**src/hdl/ibip_pkg.sv**
```systemverilog
// shared constants, types and threshold function for the inode block map
package ibip_pkg;

   // inode layout
   localparam int unsigned DIRECT_SLOTS   = 12;

   // pointers per indirect block, log2
   localparam int unsigned LOG2_W         = 4;
   localparam logic [LOG2_W-1:0] PTR_LOG2_MIN   = 4'd4;
   localparam logic [LOG2_W-1:0] PTR_LOG2_MAX   = 4'd12;
   localparam logic [LOG2_W-1:0] PTR_LOG2_RESET = 4'd8;

   // field widths
   localparam int unsigned BLOCK_W  = 32;
   localparam int unsigned SLOT_W   = 5;
   localparam int unsigned DEPTH_W  = 2;
   localparam int unsigned OFFSET_W = 12;

   // remainder inside the triple tree stays below 2^(3*12)
   localparam int unsigned REM_W    = 3 * OFFSET_W;
   // sums of all tree reaches plus direct slots, with a sign bit on top
   localparam int unsigned SUM_W    = REM_W + 2;

   // register map
   localparam int unsigned CSR_ADDR_W = 3;
   localparam int unsigned CSR_DATA_W = 32;
   localparam logic REG_PTR_LOG2 = 1'b0;

   // indirection depths
   localparam logic [DEPTH_W-1:0] DEPTH_DIRECT = 2'd0;
   localparam logic [DEPTH_W-1:0] DEPTH_SINGLE = 2'd1;
   localparam logic [DEPTH_W-1:0] DEPTH_DOUBLE = 2'd2;
   localparam logic [DEPTH_W-1:0] DEPTH_TRIPLE = 2'd3;

   // first block number past each region
   typedef struct packed {
      logic [SUM_W-1:0] end_direct;
      logic [SUM_W-1:0] end_single;
      logic [SUM_W-1:0] end_double;
      logic [SUM_W-1:0] end_triple;
   } bounds_type;

   // classified item between the two logic stages
   typedef struct packed {
      logic [REM_W-1:0]   remainder;
      logic [DEPTH_W-1:0] depth;
      logic [SLOT_W-1:0]  top_slot;
      logic               out_of_range;
      logic [LOG2_W-1:0]  log2;
   } class_type;

   // region bounds for a given pointers-per-block log2
   function automatic bounds_type region_bounds(input logic [LOG2_W-1:0] log2);
      logic [SUM_W-1:0] reach1;
      logic [SUM_W-1:0] reach2;
      logic [SUM_W-1:0] reach3;
      logic [LOG2_W+1:0] sh1;
      bounds_type b;
      sh1    = {2'b00, log2};
      reach1 = SUM_W'(1) << sh1;
      reach2 = SUM_W'(1) << (sh1 << 1);
      reach3 = SUM_W'(1) << (sh1 + (sh1 << 1));
      b.end_direct = SUM_W'(DIRECT_SLOTS);
      b.end_single = b.end_direct + reach1;
      b.end_double = b.end_single + reach2;
      b.end_triple = b.end_double + reach3;
      return b;
   endfunction

endpackage

```
**src/hdl/inode_block_to_index_path_top.sv**
```systemverilog
// inode block map: logical block number to inode slot, depth and offsets
// the rsp_valid strobe follows the start transfer through the input, classify and result registers
// throughput: one block number per cycle, busy stays low
// path: input register, region classify, register, offset extract, result register
// reset: synchronous active high, clears the pipeline valids and sets the log2 register to 8
// results are strobed for one cycle and cannot be held off by the receiver
module inode_block_to_index_path_top
   import ibip_pkg::*;
(
   input  logic                  clock,
   input  logic                  reset,
   // command channel
   input  logic                  start,
   output logic                  busy,
   input  logic [BLOCK_W-1:0]    req_block_number,
   // result channel
   output logic                  rsp_valid,
   output logic [SLOT_W-1:0]     rsp_top_slot,
   output logic [DEPTH_W-1:0]    rsp_depth,
   output logic [OFFSET_W-1:0]   rsp_first_offset,
   output logic [OFFSET_W-1:0]   rsp_second_offset,
   output logic [OFFSET_W-1:0]   rsp_third_offset,
   output logic                  rsp_out_of_range,
   // configuration port
   input  logic                  psel,
   input  logic                  penable,
   input  logic                  pwrite,
   input  logic [CSR_ADDR_W-1:0] paddr,
   input  logic [CSR_DATA_W-1:0] pwdata,
   output logic [CSR_DATA_W-1:0] prdata,
   output logic                  pready
);

   logic [LOG2_W-1:0]   ptr_log2_ff;
   logic [LOG2_W-1:0]   ptr_log2_in;
   logic [LOG2_W-1:0]   eff_log2;

   logic                s1_valid_ff;
   logic [BLOCK_W-1:0]  s1_block_ff;
   logic [LOG2_W-1:0]   s1_log2_ff;

   logic                s2_valid_ff;
   class_type           s2_ff;
   class_type           s2_in;

   logic [OFFSET_W-1:0] o1_in;
   logic [OFFSET_W-1:0] o2_in;
   logic [OFFSET_W-1:0] o3_in;

   bounds_type          bounds;
   logic [SUM_W-1:0]    block_ext;
   logic [SUM_W-1:0]    diff_direct;
   logic [SUM_W-1:0]    diff_single;
   logic [SUM_W-1:0]    diff_double;
   logic [SUM_W-1:0]    diff_triple;

   logic [REM_W-1:0]    rem_shift1;
   logic [REM_W-1:0]    rem_shift2;
   logic [OFFSET_W-1:0] offset_mask;
   logic                csr_write;

   // configuration register
   assign pready    = 1'b1;
   assign busy      = 1'b0;
   assign csr_write = psel && penable && pwrite && pready;

   always_comb begin
      ptr_log2_in = ptr_log2_ff;
      if (csr_write && (paddr[2] == REG_PTR_LOG2)) begin
         ptr_log2_in = pwdata[LOG2_W-1:0];
      end
   end

   always_comb begin
      prdata = '0;
      if (paddr[2] == REG_PTR_LOG2) begin
         prdata = {{(CSR_DATA_W-LOG2_W){1'b0}}, ptr_log2_ff};
      end
   end

   // clamp the log2 to the supported block sizes
   always_comb begin
      eff_log2 = ptr_log2_ff;
      if (ptr_log2_ff < PTR_LOG2_MIN) begin
         eff_log2 = PTR_LOG2_MIN;
      end else if (ptr_log2_ff > PTR_LOG2_MAX) begin
         eff_log2 = PTR_LOG2_MAX;
      end
   end

   // classify region with parallel subtracts against the region bounds
   always_comb begin
      bounds      = region_bounds(s1_log2_ff);
      block_ext   = {{(SUM_W-BLOCK_W){1'b0}}, s1_block_ff};
      diff_direct = block_ext - bounds.end_direct;
      diff_single = block_ext - bounds.end_single;
      diff_double = block_ext - bounds.end_double;
      diff_triple = block_ext - bounds.end_triple;

      s2_in.log2         = s1_log2_ff;
      s2_in.remainder    = '0;
      s2_in.depth        = DEPTH_DIRECT;
      s2_in.top_slot     = '0;
      s2_in.out_of_range = 1'b0;
      if (diff_direct[SUM_W-1]) begin
         s2_in.top_slot = s1_block_ff[SLOT_W-1:0];
      end else if (diff_single[SUM_W-1]) begin
         s2_in.depth     = DEPTH_SINGLE;
         s2_in.remainder = diff_direct[REM_W-1:0];
         s2_in.top_slot  = SLOT_W'(DIRECT_SLOTS);
      end else if (diff_double[SUM_W-1]) begin
         s2_in.depth     = DEPTH_DOUBLE;
         s2_in.remainder = diff_single[REM_W-1:0];
         s2_in.top_slot  = SLOT_W'(DIRECT_SLOTS + 1);
      end else if (diff_triple[SUM_W-1]) begin
         s2_in.depth     = DEPTH_TRIPLE;
         s2_in.remainder = diff_double[REM_W-1:0];
         s2_in.top_slot  = SLOT_W'(DIRECT_SLOTS + 2);
      end else begin
         s2_in.out_of_range = 1'b1;
      end
   end

   // split the remainder into per-level offsets
   always_comb begin
      rem_shift1  = s2_ff.remainder >> s2_ff.log2;
      rem_shift2  = s2_ff.remainder >> ({1'b0, s2_ff.log2} << 1);
      offset_mask = OFFSET_W'((OFFSET_W+1)'(1) << s2_ff.log2) - OFFSET_W'(1);
      o1_in = '0;
      o2_in = '0;
      o3_in = '0;
      case (s2_ff.depth)
         DEPTH_DIRECT: begin
         end
         DEPTH_SINGLE: begin
            o1_in = s2_ff.remainder[OFFSET_W-1:0];
         end
         DEPTH_DOUBLE: begin
            o1_in = rem_shift1[OFFSET_W-1:0];
            o2_in = s2_ff.remainder[OFFSET_W-1:0] & offset_mask;
         end
         DEPTH_TRIPLE: begin
            o1_in = rem_shift2[OFFSET_W-1:0];
            o2_in = rem_shift1[OFFSET_W-1:0] & offset_mask;
            o3_in = s2_ff.remainder[OFFSET_W-1:0] & offset_mask;
         end
         default: begin
         end
      endcase
   end

   // control registers
   always_ff @(posedge clock) begin
      if (reset) begin
         ptr_log2_ff <= PTR_LOG2_RESET;
         s1_valid_ff <= 1'b0;
         s2_valid_ff <= 1'b0;
         rsp_valid   <= 1'b0;
      end else begin
         ptr_log2_ff <= ptr_log2_in;
         s1_valid_ff <= start && !busy;
         s2_valid_ff <= s1_valid_ff;
         rsp_valid   <= s2_valid_ff;
      end
   end

   // payload registers
   always_ff @(posedge clock) begin
      s1_block_ff       <= req_block_number;
      s1_log2_ff        <= eff_log2;
      s2_ff             <= s2_in;
      rsp_top_slot      <= s2_ff.top_slot;
      rsp_depth         <= s2_ff.depth;
      rsp_out_of_range  <= s2_ff.out_of_range;
      rsp_first_offset  <= o1_in;
      rsp_second_offset <= o2_in;
      rsp_third_offset  <= o3_in;
   end

`ifndef SYNTHESIS
   // every accepted command yields a result strobe
   assert property (@(posedge clock) disable iff (reset) (start && !busy) |-> ##3 rsp_valid)
      else $error("result strobe missing after command");

   // out of range results carry no path
   assert property (@(posedge clock) disable iff (reset)
      (rsp_valid && rsp_out_of_range) |->
      (rsp_top_slot == '0 && rsp_depth == DEPTH_DIRECT && rsp_first_offset == '0 &&
       rsp_second_offset == '0 && rsp_third_offset == '0))
      else $error("out of range result with nonzero fields");

   // indirect results point at the matching tree slot
   assert property (@(posedge clock) disable iff (reset)
      (rsp_valid && !rsp_out_of_range && rsp_depth != DEPTH_DIRECT) |->
      (rsp_top_slot == SLOT_W'(DIRECT_SLOTS) + SLOT_W'(rsp_depth) - SLOT_W'(1)))
      else $error("tree slot does not match depth");

   // offsets below the depth stay zero
   assert property (@(posedge clock) disable iff (reset)
      (rsp_valid && rsp_depth != DEPTH_TRIPLE) |-> (rsp_third_offset == '0))
      else $error("third offset used above triple depth");

   assert property (@(posedge clock) disable iff (reset)
      (rsp_valid && (rsp_depth == DEPTH_DIRECT || rsp_depth == DEPTH_SINGLE)) |->
      (rsp_second_offset == '0))
      else $error("second offset used in shallow path");
`endif

endmodule
```
**config.mk**
```make
export PLATFORM = sky130hd
export DESIGN_NAME = inode_block_to_index_path_top
export DESIGN_NICKNAME = d
export VERILOG_FILES = /design/src/hdl/ibip_pkg.sv /design/src/hdl/inode_block_to_index_path_top.sv
export SDC_FILE = /design/constraint.sdc
export NUM_CORES = 1
export LEC_CHECK = 0
export BUFFER_PORTS_ARGS = -buffer_cell sky130_fd_sc_hd__clkbuf_2
export CORE_MARGIN = 2
export CORE_UTILIZATION = 45
export DETAILED_ROUTE_END_ITERATION = 10
export GPL_ROUTABILITY_DRIVEN = 0
export MAX_ROUTING_LAYER = met4
export PLACE_DENSITY = 0.68
export RECOVER_POWER = 100
export SYNTH_ARGS = -nofsm -noshare
export SYNTH_HDL_FRONTEND = slang
export SYNTH_SLANG_ARGS = --single-unit
```
**constraint.sdc**
```tcl
create_clock -name clock -period 5.28 [get_ports clock]
set_clock_uncertainty 0.1 [all_clocks]
set_input_delay 0.264 -clock clock [delete_from_list [all_inputs] [get_ports clock]]
set_output_delay 0.264 -clock clock [all_outputs]
set_load 0.005 [all_outputs]
```
# After elaboration in Yosys (flattened, before gate mapping)
# Cells that the tools add are included.
op_classes:
  eq_ne: 3
  reduce_logical: 6
  bitwise: 3
  muxes: 9
  n_addsub: 9
  shift: 6
  n_lt_le_gt_ge: 2
ops:
  columns: ["operator", "count"]
  rows:
  - ["$mux 43", 3]
  - ["$sub 32x38->38", 3]
  - ["$add 38x38->38", 2]
  - ["$add 4x38->38 const A", 1]
  - ["$shl 1x4->38 const A", 1]
  - ["$shl 1x5->38 const A", 1]
  - ["$shl 1x6->38 const A", 1]
  - ["$pmux 12 s3", 1]
  - ["$shr 36x4->12", 1]
  - ["$shr 36x5->12", 1]
  - ["$sub 32x4->33 const B", 1]
  - ["$and 12x12->12", 2]
  - ["$pmux 12 s2", 1]
  - ["$shl 1x4->12 const A", 1]
  - ["$sub 12x2->12 const B", 1]
  - ["$mux 4", 2]
  - ["$add 4x5->6", 1]
  - ["$mux 5", 1]
  - ["$eq 2x2->1 const B", 2]
  - ["$gt 4x4->1 const B", 1]
  - ["$lt 4x3->1 const B", 1]
  - ["$reduce_or 2->1", 2]
  - ["$logic_and 1x1->1", 3]
  - ["$reduce_or 3->1", 1]
  - ["3 further kinds", 3]
word_totals:
  ff_bits: 135
  out_inout_bits: 79
  wordCells: 57

# Logic depth before layout (Yosys ltp)
# Gate-level depths: netlist (run 1).
logic_depth:
  depth_word: 9
  mapped_depth: 28
  mapped_depth_nobuf: 24

# Worst setup path after synthesis (run 1)
# Ideal clock, no wire load.
synth_path:
  path_type: "register to register"
  from: "reg s1_log2_ff[0]"
  to: "reg s2_ff[39] (netlist bit)"
  stages_incl_launch_ff: 26
  t_required_ps: 5044
  t_arrival_ps: 4972
  path_buffers: 5
  setup_ps: 136
  path_slack_ps: 72
  path_cell_list: "dfxtp_1 > buf_2 > and2_4 > inv_1 > fa_1 > clkbuf_1 > nor3_1 > a22o_1 > mux2i_1 > or2_2 > clkbuf_1 > or3_1 > fa_1 > ha_1 > a21oi_1 > nor2_1 > a211o_1 > a211oi_1 > a31oi_1 > nor3_1 > xnor2_1 > clkbuf_1 > nor2_2 > buf_2 > a211oi_1 > nor3b_1"
synth_between:
  elab_chain_len: 8
  word_cells_on_any_way: 13
  cone_classes: "add/sub: 7; shift: 3; mux: 3"
synth_rtl:
  columns: ["element", "line", "source"]
  rows:
  - ["start: declaration", "inode_block_to_index_path_top.sv:40", "logic [LOG2_W-1:0] s1_log2_ff;"]
  - ["start signal: assignment", "inode_block_to_index_path_top.sv:170", "s1_log2_ff <= eff_log2;"]
  - ["$shl 1x4->38", "ibip_pkg.sv:60", "reach1 = SUM_W'(1) << sh1;"]
  - ["$add 4x38->38", "ibip_pkg.sv:64", "b.end_single = b.end_direct + reach1;"]
  - ["$add 38x38->38", "ibip_pkg.sv:65", "b.end_double = b.end_single + reach2;"]
  - ["$add 38x38->38", "ibip_pkg.sv:66", "b.end_triple = b.end_double + reach3;"]
  - ["$sub 32x38->38", "inode_block_to_index_path_top.sv:98", "diff_triple = block_ext - bounds.end_triple;"]
  - ["$mux 43", "inode_block_to_index_path_top.sv:115", "end else if (diff_triple[SUM_W-1]) begin"]
  - ["$mux 43", "inode_block_to_index_path_top.sv:111", "end else if (diff_double[SUM_W-1]) begin"]
  - ["$mux 43 (*)", "inode_block_to_index_path_top.sv:107", "end else if (diff_single[SUM_W-1]) begin"]
  - ["end signal: assignment", "inode_block_to_index_path_top.sv:171", "s2_ff <= s2_in;"]
  - ["end: declaration", "inode_block_to_index_path_top.sv:43", "class_type s2_ff;"]
# Every way passes the cells marked *; elsewhere a longest branch is shown, timed or not.
# A chain may end at the register's enable or synchronous reset.

# Worst setup path after layout (run 1)
layout_path:
  from: "reg s1_log2_ff[1]"
  to: "reg s2_ff[27] (netlist bit)"
# The elaborated chain is that of the path after synthesis.

==> metrics.yaml, run 1 <==
status: "finished, violations left"
violations: "capacitance limit, slew limit"
criticalPathCategory: "register to register"
setup_ws_ns: 0.0878
dieWidth_um: 167
hold_path_depth: 4
cts_max_level: 4
worstSetupEndpointType: "register"
leakage_nw: 5.86
setup_violations: 0
initial_core_util_pct: 45.8
clkSinkCount: 135
core_um2: 26000
yosys_warnings: 0
dpl_worst_slack_ns: -0.219
ys_ff_latch: 135
dieArea_um2: 27800
hp-start: "pwdata[3]"
rsz0062_at_grt: "true"
synth_cells: 1455
period_needed_ns: 5.19
num_antenna_cells: 0
wl_per_cell_um: 17.7
hpwl_mm: 26.2
slew_headroom_pct: -21.1
vias_per_cell: 5.79
required_ns: 5.52
drt-met1-wl_mm: 14.0
grt_pass1_vias: 10700
ys_types: 91
utilization_pct: 55.0
ios: 152
r2r_start: "s1_log2_ff[1]"
cp_slowest_cell: "fa_2"
io_buffers: 91
synth_area_leader_cell: "dfxtp_1"
async_flop_share_pct: 0
grt_max_degree: 68
ant_nets: 0
fillCellCount: 2405
antenna_found_initial: 0
fin_nets: 1804
syn_avg_cell_area_um2: 8.18
path_buf_inv: 2
floorplan.rows: 59
die_h_um: 167
p_per_area_nw_per_um2: 238
crit_chain: "and2_4 > inv_4 > fa_2 > nor3b_2 > a21oi_2 > nor2_1 > a31oi_2 > buf_4 > or3_1 > fa_2 > ha_2 > a21o_1 > a21o_1 > a211o_1 > a211oi_2 > a31oi_2 > nor3_2 > xnor2_2 > or2_4 > o31a_1 > a221oi_2"
cts_tree: "built"
cts_root_buf: "clkbuf_16"
routed_wirelength_mm: 34.6
top_layer: "met4"
hold_end: "ptr_log2_ff[3]"
first_iter_violations: 813
netlist.area_leader.share_pct: 22.7
r2r_slack_ns: 0.09
cap_violations: 1
grt_use_total_pct: 25.1
layout-drive-gt1-share_pct: 19.7
holdCritPathClass: "input port to register"
finalHoldViolCount: 0
slowest_delay_ns: 0.45
peakVddDrop_mv: 0.168
reg2reg_to: "s2_ff[27]"
synth-edff-count: 0
worstRegToRegCells: 21
clk_pin_slew_ns: 0.07
numCtsBuffers: 17
grt_pass1_wl_mm: 54.5
clkLatencyLatePin_ns: 0.44
slew_violations: 34
cts.path.max_buffers: 2
tightestPinTransition_ns: 1.82
cp_top_family: "compound AO/OA/AOI/OAI gates"
area_delta_synth_final_pct: 20.0
wl_met2_mm: 16.5
arrival_ns: 5.44
period_share_pct: 98.3
post-route-drc-count: 0
firstDrtPassIters: 5
grt_overflow: 0
dr_wl_met3_mm: 2.26
path_max_fanout: 5
cp-start-kind: "register"
synth_ff_type: "dfxtp_1"
max_clock_freq_mhz: 193
cp.depth: 21
ys_top_cells_by_area: "dfxtp_1 (23%), ha_1 (11%), mux2i_1 (5.0%)"
netlist_area_um2: 11900
vias: 11300
yosysSeqAreaShare_pct: 22.7
[worst max-delay path by stage]
stage                      to     startpoint  slack (ns)
floorplan           s2_ff[39]  s1_log2_ff[0]        0.07
detailed placement  s2_ff[13]  s1_log2_ff[1]       -0.22
CTS                 s2_ff[13]  s1_log2_ff[1]       0.001
finish              s2_ff[27]  s1_log2_ff[1]        0.09
global route        s2_ff[27]  s1_log2_ff[1]       -0.08
global placement    s2_ff[13]  s1_log2_ff[1]       -0.07
[sequential cells by signal, summed over array words and instances (netlist names)]
name	cells
s1_block_ff	32
s2_ff	48
rsp_first_offset	12
rsp_depth	2
rsp_second_offset	12
rsp_top_slot	5
rsp_out_of_range	1
ptr_log2_ff	4
rsp_third_offset	12
s1_log2_ff	4
s1_valid_ff	1
rsp_valid	1
s2_valid_ff	1
[worst min-delay path: stages]
cell      delay, ns
clkbuf_2       0.07
inv_1          0.03
nor2_1         0.09
a211o_1        0.10
[final cells by class]
cell class                 instances  area (µm²)  share of cell area, %
multi-input combinational       1133        8670                   60.7
tap                              335         419                   2.93
timing repair buffer             213        1490                   10.4
clock inverter                    14         156                   1.10
sequential                       135        2710                   18.9
inverter                         108         408                   2.86
clock buffer                      18         429                   3.01
[metrics by stage]
step	cell area [µm²]	instances	setup TNS, ns	total power, mW	hold WS, ns
global placement	12900	1874	-0.189	2.09	0.211
floorplan	12000	1488	0	1.84	0.192
CTS	13900	1946	0	3.35	0.0427
finish	14300	1956	0	3.40	0.0497
detailed placement	12900	1874	-1.15	2.11	0.213
global route	14300	1956	-0.670	3.58	0.0752
[layout by cell type, fill, tap and decap left out, types with 22 or more instances in the layout]
cell and count:
mux2i_1 59, dfxtp_1 133, inv_1 104, nor3_1 25
o21ai_0 84, nor2_1 140, clkbuf_2 70, ha_1 94
xnor2_1 40, clkbuf_1 25, o211ai_1 37, dlygate4sd3_1 40
conb_1 35, nand3_1 22, a21oi_1 84, nand2_1 83
or3_1 25, buf_4 72, mux4_2 24
[power breakdown]
group          internal [mW]  switching, mW
sequential              1.11          0.118
clock                  0.671          0.540
combinational          0.449          0.510
total                   2.23           1.17
[synthesized netlist by cell type (15+ instances only)]
cell	instances
or2_2	23
dfxtp_1	135
fa_1	21
buf_4	34
o211ai_1	37
ha_1	102
nand2b_1	21
mux2i_1	59
xnor2_1	43
nand3_1	23
a21o_1	15
inv_1	106
o21ai_0	88
clkbuf_1	55
mux4_2	24
nor3_1	30
a21oi_1	89
nand2_1	86
nor2_1	147
or3_1	25
a211oi_1	16
nor2b_1	16
xor2_1	20
[per-layer routing]
layer  vias to the layer above  GRT usage [%]
met2                       509           41.4
met4                         0           12.3
met3                       130           3.40
met1                      5213           30.3
met5                         -              -
li1                       5469              -
[logic make-up after synthesis]
| logic type | synth area share [%] |
|---|---|
| AND/OR/NAND/NOR | 18.4 |
| AO/OA/AOI/OAI | 20.7 |
| buffers and inverters | 8.28 |
| flip-flops | 22.7 |
| adder cells (fa/ha/maj) | 14.4 |
| multiplexers | 10.4 |
| XOR/XNOR | 4.96 |
| other | 0.0631 |
[timing repair]
action / CTS / global route
hold buffers: 40 / 0
gates cloned: 0 / 1
endpoints found under the hold margin: 38 / 0
pin swaps: 0 / 32
endpoints found under the setup margin: 24 / 41
gates resized for setup: 9 / 74
setup buffers: 0 / 9
Note: power is estimated with default switching activity, not from simulation.
==> run 2: changes to the inputs <==
- CTS_BUF_LIST: not set -> sky130_fd_sc_hd__clkbuf_4 sky130_fd_sc_hd__clkbuf_8
==> run 2 against run 1 <==
The run still ends with capacitance limit, slew limit left. Register-to-register slack got worse by 0.03 ns. Clock-buffer cell count unchanged. Final area decreased by 0.93%. Critical endpoint unchanged.
==> metrics.yaml, run 2 (same netlist as run 1, synthesis figures left out) <==
status: "finished, violations left"  # unchanged
violations: "capacitance limit, slew limit"  # unchanged
seqCellArea_um2: 2710  # unchanged
rsz0062_at_grt: "true"  # unchanged
finalPower_mw: 3.10  # was 3.40 mW
dp.cells: 1874  # unchanged
antenna_found_initial: 0  # unchanged
worstSetupEndpointType: "register"  # unchanged
area_delta_synth_final_pct: 18.9  # was 20.0%
slew_headroom_pct: -19.2  # was -21.1%
fillCellCount: 2416  # was 2405
layout-drive-gt1-share_pct: 20.1  # was 19.7%
r2r_slack_ns: 0.05  # was 0.09 ns
finalHoldViolCount: 0  # unchanged
max_clock_freq_mhz: 191  # was 193 MHz
grt_overflow: 0  # unchanged
grt_use_total_pct: 24.9  # was 25.1%
leakage_nw: 5.81  # was 5.86 nW
setup_violations: 0  # unchanged
cp-start-kind: "register"  # unchanged
floorplan.rows: 59  # unchanged
setup_ws_ns: 0.0543  # was 0.0878 ns
arrival_ns: 5.50  # was 5.44 ns
layout_commonest_cell: "nor2_1"  # unchanged
criticalPathCategory: "register to register"  # unchanged
path_max_fanout: 5  # unchanged
numCtsBuffers: 17  # unchanged
wl_per_cell_um: 17.5  # was 17.7 µm
post_dp_cell_area_um2: 12900  # unchanged
io_buffers: 91  # unchanged
cts.path.max_buffers: 2  # unchanged
grt_pass1_vias: 10600  # was 10700
clk_pin_slew_ns: 0.09  # was 0.07 ns
tns_ns: 0  # unchanged
holdWs_ns: 0.0165  # was 0.0497 ns
fin_nets: 1806  # was 1804
ant_nets: 0  # unchanged
firstDrtPassIters: 6  # was 5
hpwl_mm: 26.2  # unchanged
largest_register_ffs: 48  # unchanged
utilization_pct: 54.4  # was 55.0%
first_iter_violations: 877  # was 813
routed_wirelength_mm: 34.3  # was 34.6 mm
period_needed_ns: 5.23  # was 5.19 ns
dpl_worst_slack_ns: -0.219  # unchanged
die_h_um: 167  # unchanged
cts_root_buf: "clkbuf_8"  # was clkbuf_16
layout_common_cells: "nor2_1 (140), dfxtp_1 (133), inv_1 (104)"  # unchanged
cap_violations: 1  # unchanged
ios: 152  # unchanged
required_ns: 5.56  # was 5.52 ns
cts_tree: "built"  # unchanged
finalInstanceArea_um2: 14100  # was 14300 µm²
layout.cells.non_filler: 1958  # was 1956
grt_max_degree: 68  # unchanged
p_per_area_nw_per_um2: 219  # was 238 nW/µm²
post-route-drc-count: 0  # unchanged
holdCritPathClass: "input port to register"  # unchanged
core_um2: 26000  # unchanged
clkSinkCount: 135  # unchanged
period_share_pct: 99.0  # was 98.3%
dieArea_um2: 27800  # unchanged
num_antenna_cells: 0  # unchanged
top_regs: "s2_ff (48), s1_block_ff (32)"  # unchanged
initial_core_util_pct: 45.8  # unchanged
multi_input_area_um2: 8700  # was 8670 µm²
cts_max_level: 4  # unchanged
dieWidth_um: 167  # unchanged
tightestPinTransition_ns: 1.79  # was 1.82 ns
grt_pass1_wl_mm: 54.0  # was 54.5 mm
slew_violations: 34  # unchanged
clkLatencyLatePin_ns: 0.48  # was 0.44 ns
vias_per_cell: 5.79  # about the same
regMostFlops: "s2_ff"  # unchanged
peakVddDrop_mv: 0.156  # was 0.168 mV
vias: 11300  # about the same
==> run 2: critical path: stages (launching register included) <==
cell      delay (ns)
dfxtp_2         0.36
and2_4          0.16
inv_4           0.04
fa_2            0.46
nor3b_2         0.21
a21oi_2         0.05
nor2_1          0.14
a31oi_2         0.07
buf_4           0.16
or3_1           0.37
fa_2            0.42
ha_2            0.19
a21o_1          0.17
a21o_1          0.18
a211o_1         0.35
a211oi_2        0.27
a31oi_2         0.13
nor3_2          0.26
xnor2_2         0.19
or2_4           0.33
o31a_1          0.30
a221oi_2        0.24
==> run 2: final timing paths <==
path,from,to,cells past startpoint
worst min register to register,s2_ff[4],rsp_out_of_range,0
worst max-delay path,s1_log2_ff[1],s2_ff[27],21
worst min-delay path,pwdata[3],ptr_log2_ff[3],4
worst max register to register,s1_log2_ff[1],s2_ff[27],21
==> run 2: layer usage <==
metal | track usage, % | vias up | part of all wire [%] | wire [µm]
li1 | - | 5467 | - | -
met1 | 30.4 | 5240 | 41 | 13900
met2 | 40.7 | 502 | 48 | 16400
met3 | 3.11 | 120 | 6.7 | 2300
met4 | 12.6 | 0 | 5.0 | 1720
met5 | - | - | 0 | 0
==> run 2: where the power goes <==
part	leakage (nW)	switching [mW]	internal [mW]	total, mW
Sequential	1.12	0.119	1.11	1.23
Combinational	4.49	0.511	0.454	0.966
Clock	0.198	0.506	0.400	0.906
==> run 2: what timing repair did <==
| action | in CTS | in global routing |
|---|---|---|
| hold buffers | 41 | 0 |
| endpoints found under the setup margin | 24 | 41 |
| gates resized for setup | 9 | 80 |
| setup buffers | 0 | 10 |
| pin swaps | 0 | 33 |
| endpoints found under the hold margin | 39 | 0 |
| cloned | 0 | 1 |
==> run 2: final cells by class <==
class | instances | area share, %
Inverter | 108 | 2.88
Sequential cell | 135 | 19.1
Multi-Input combinational cell | 1133 | 61.5
Timing Repair Buffer | 215 | 10.7
Tap cell | 335 | 2.96
Clock buffer | 18 | 1.71
Clock inverter | 14 | 1.11
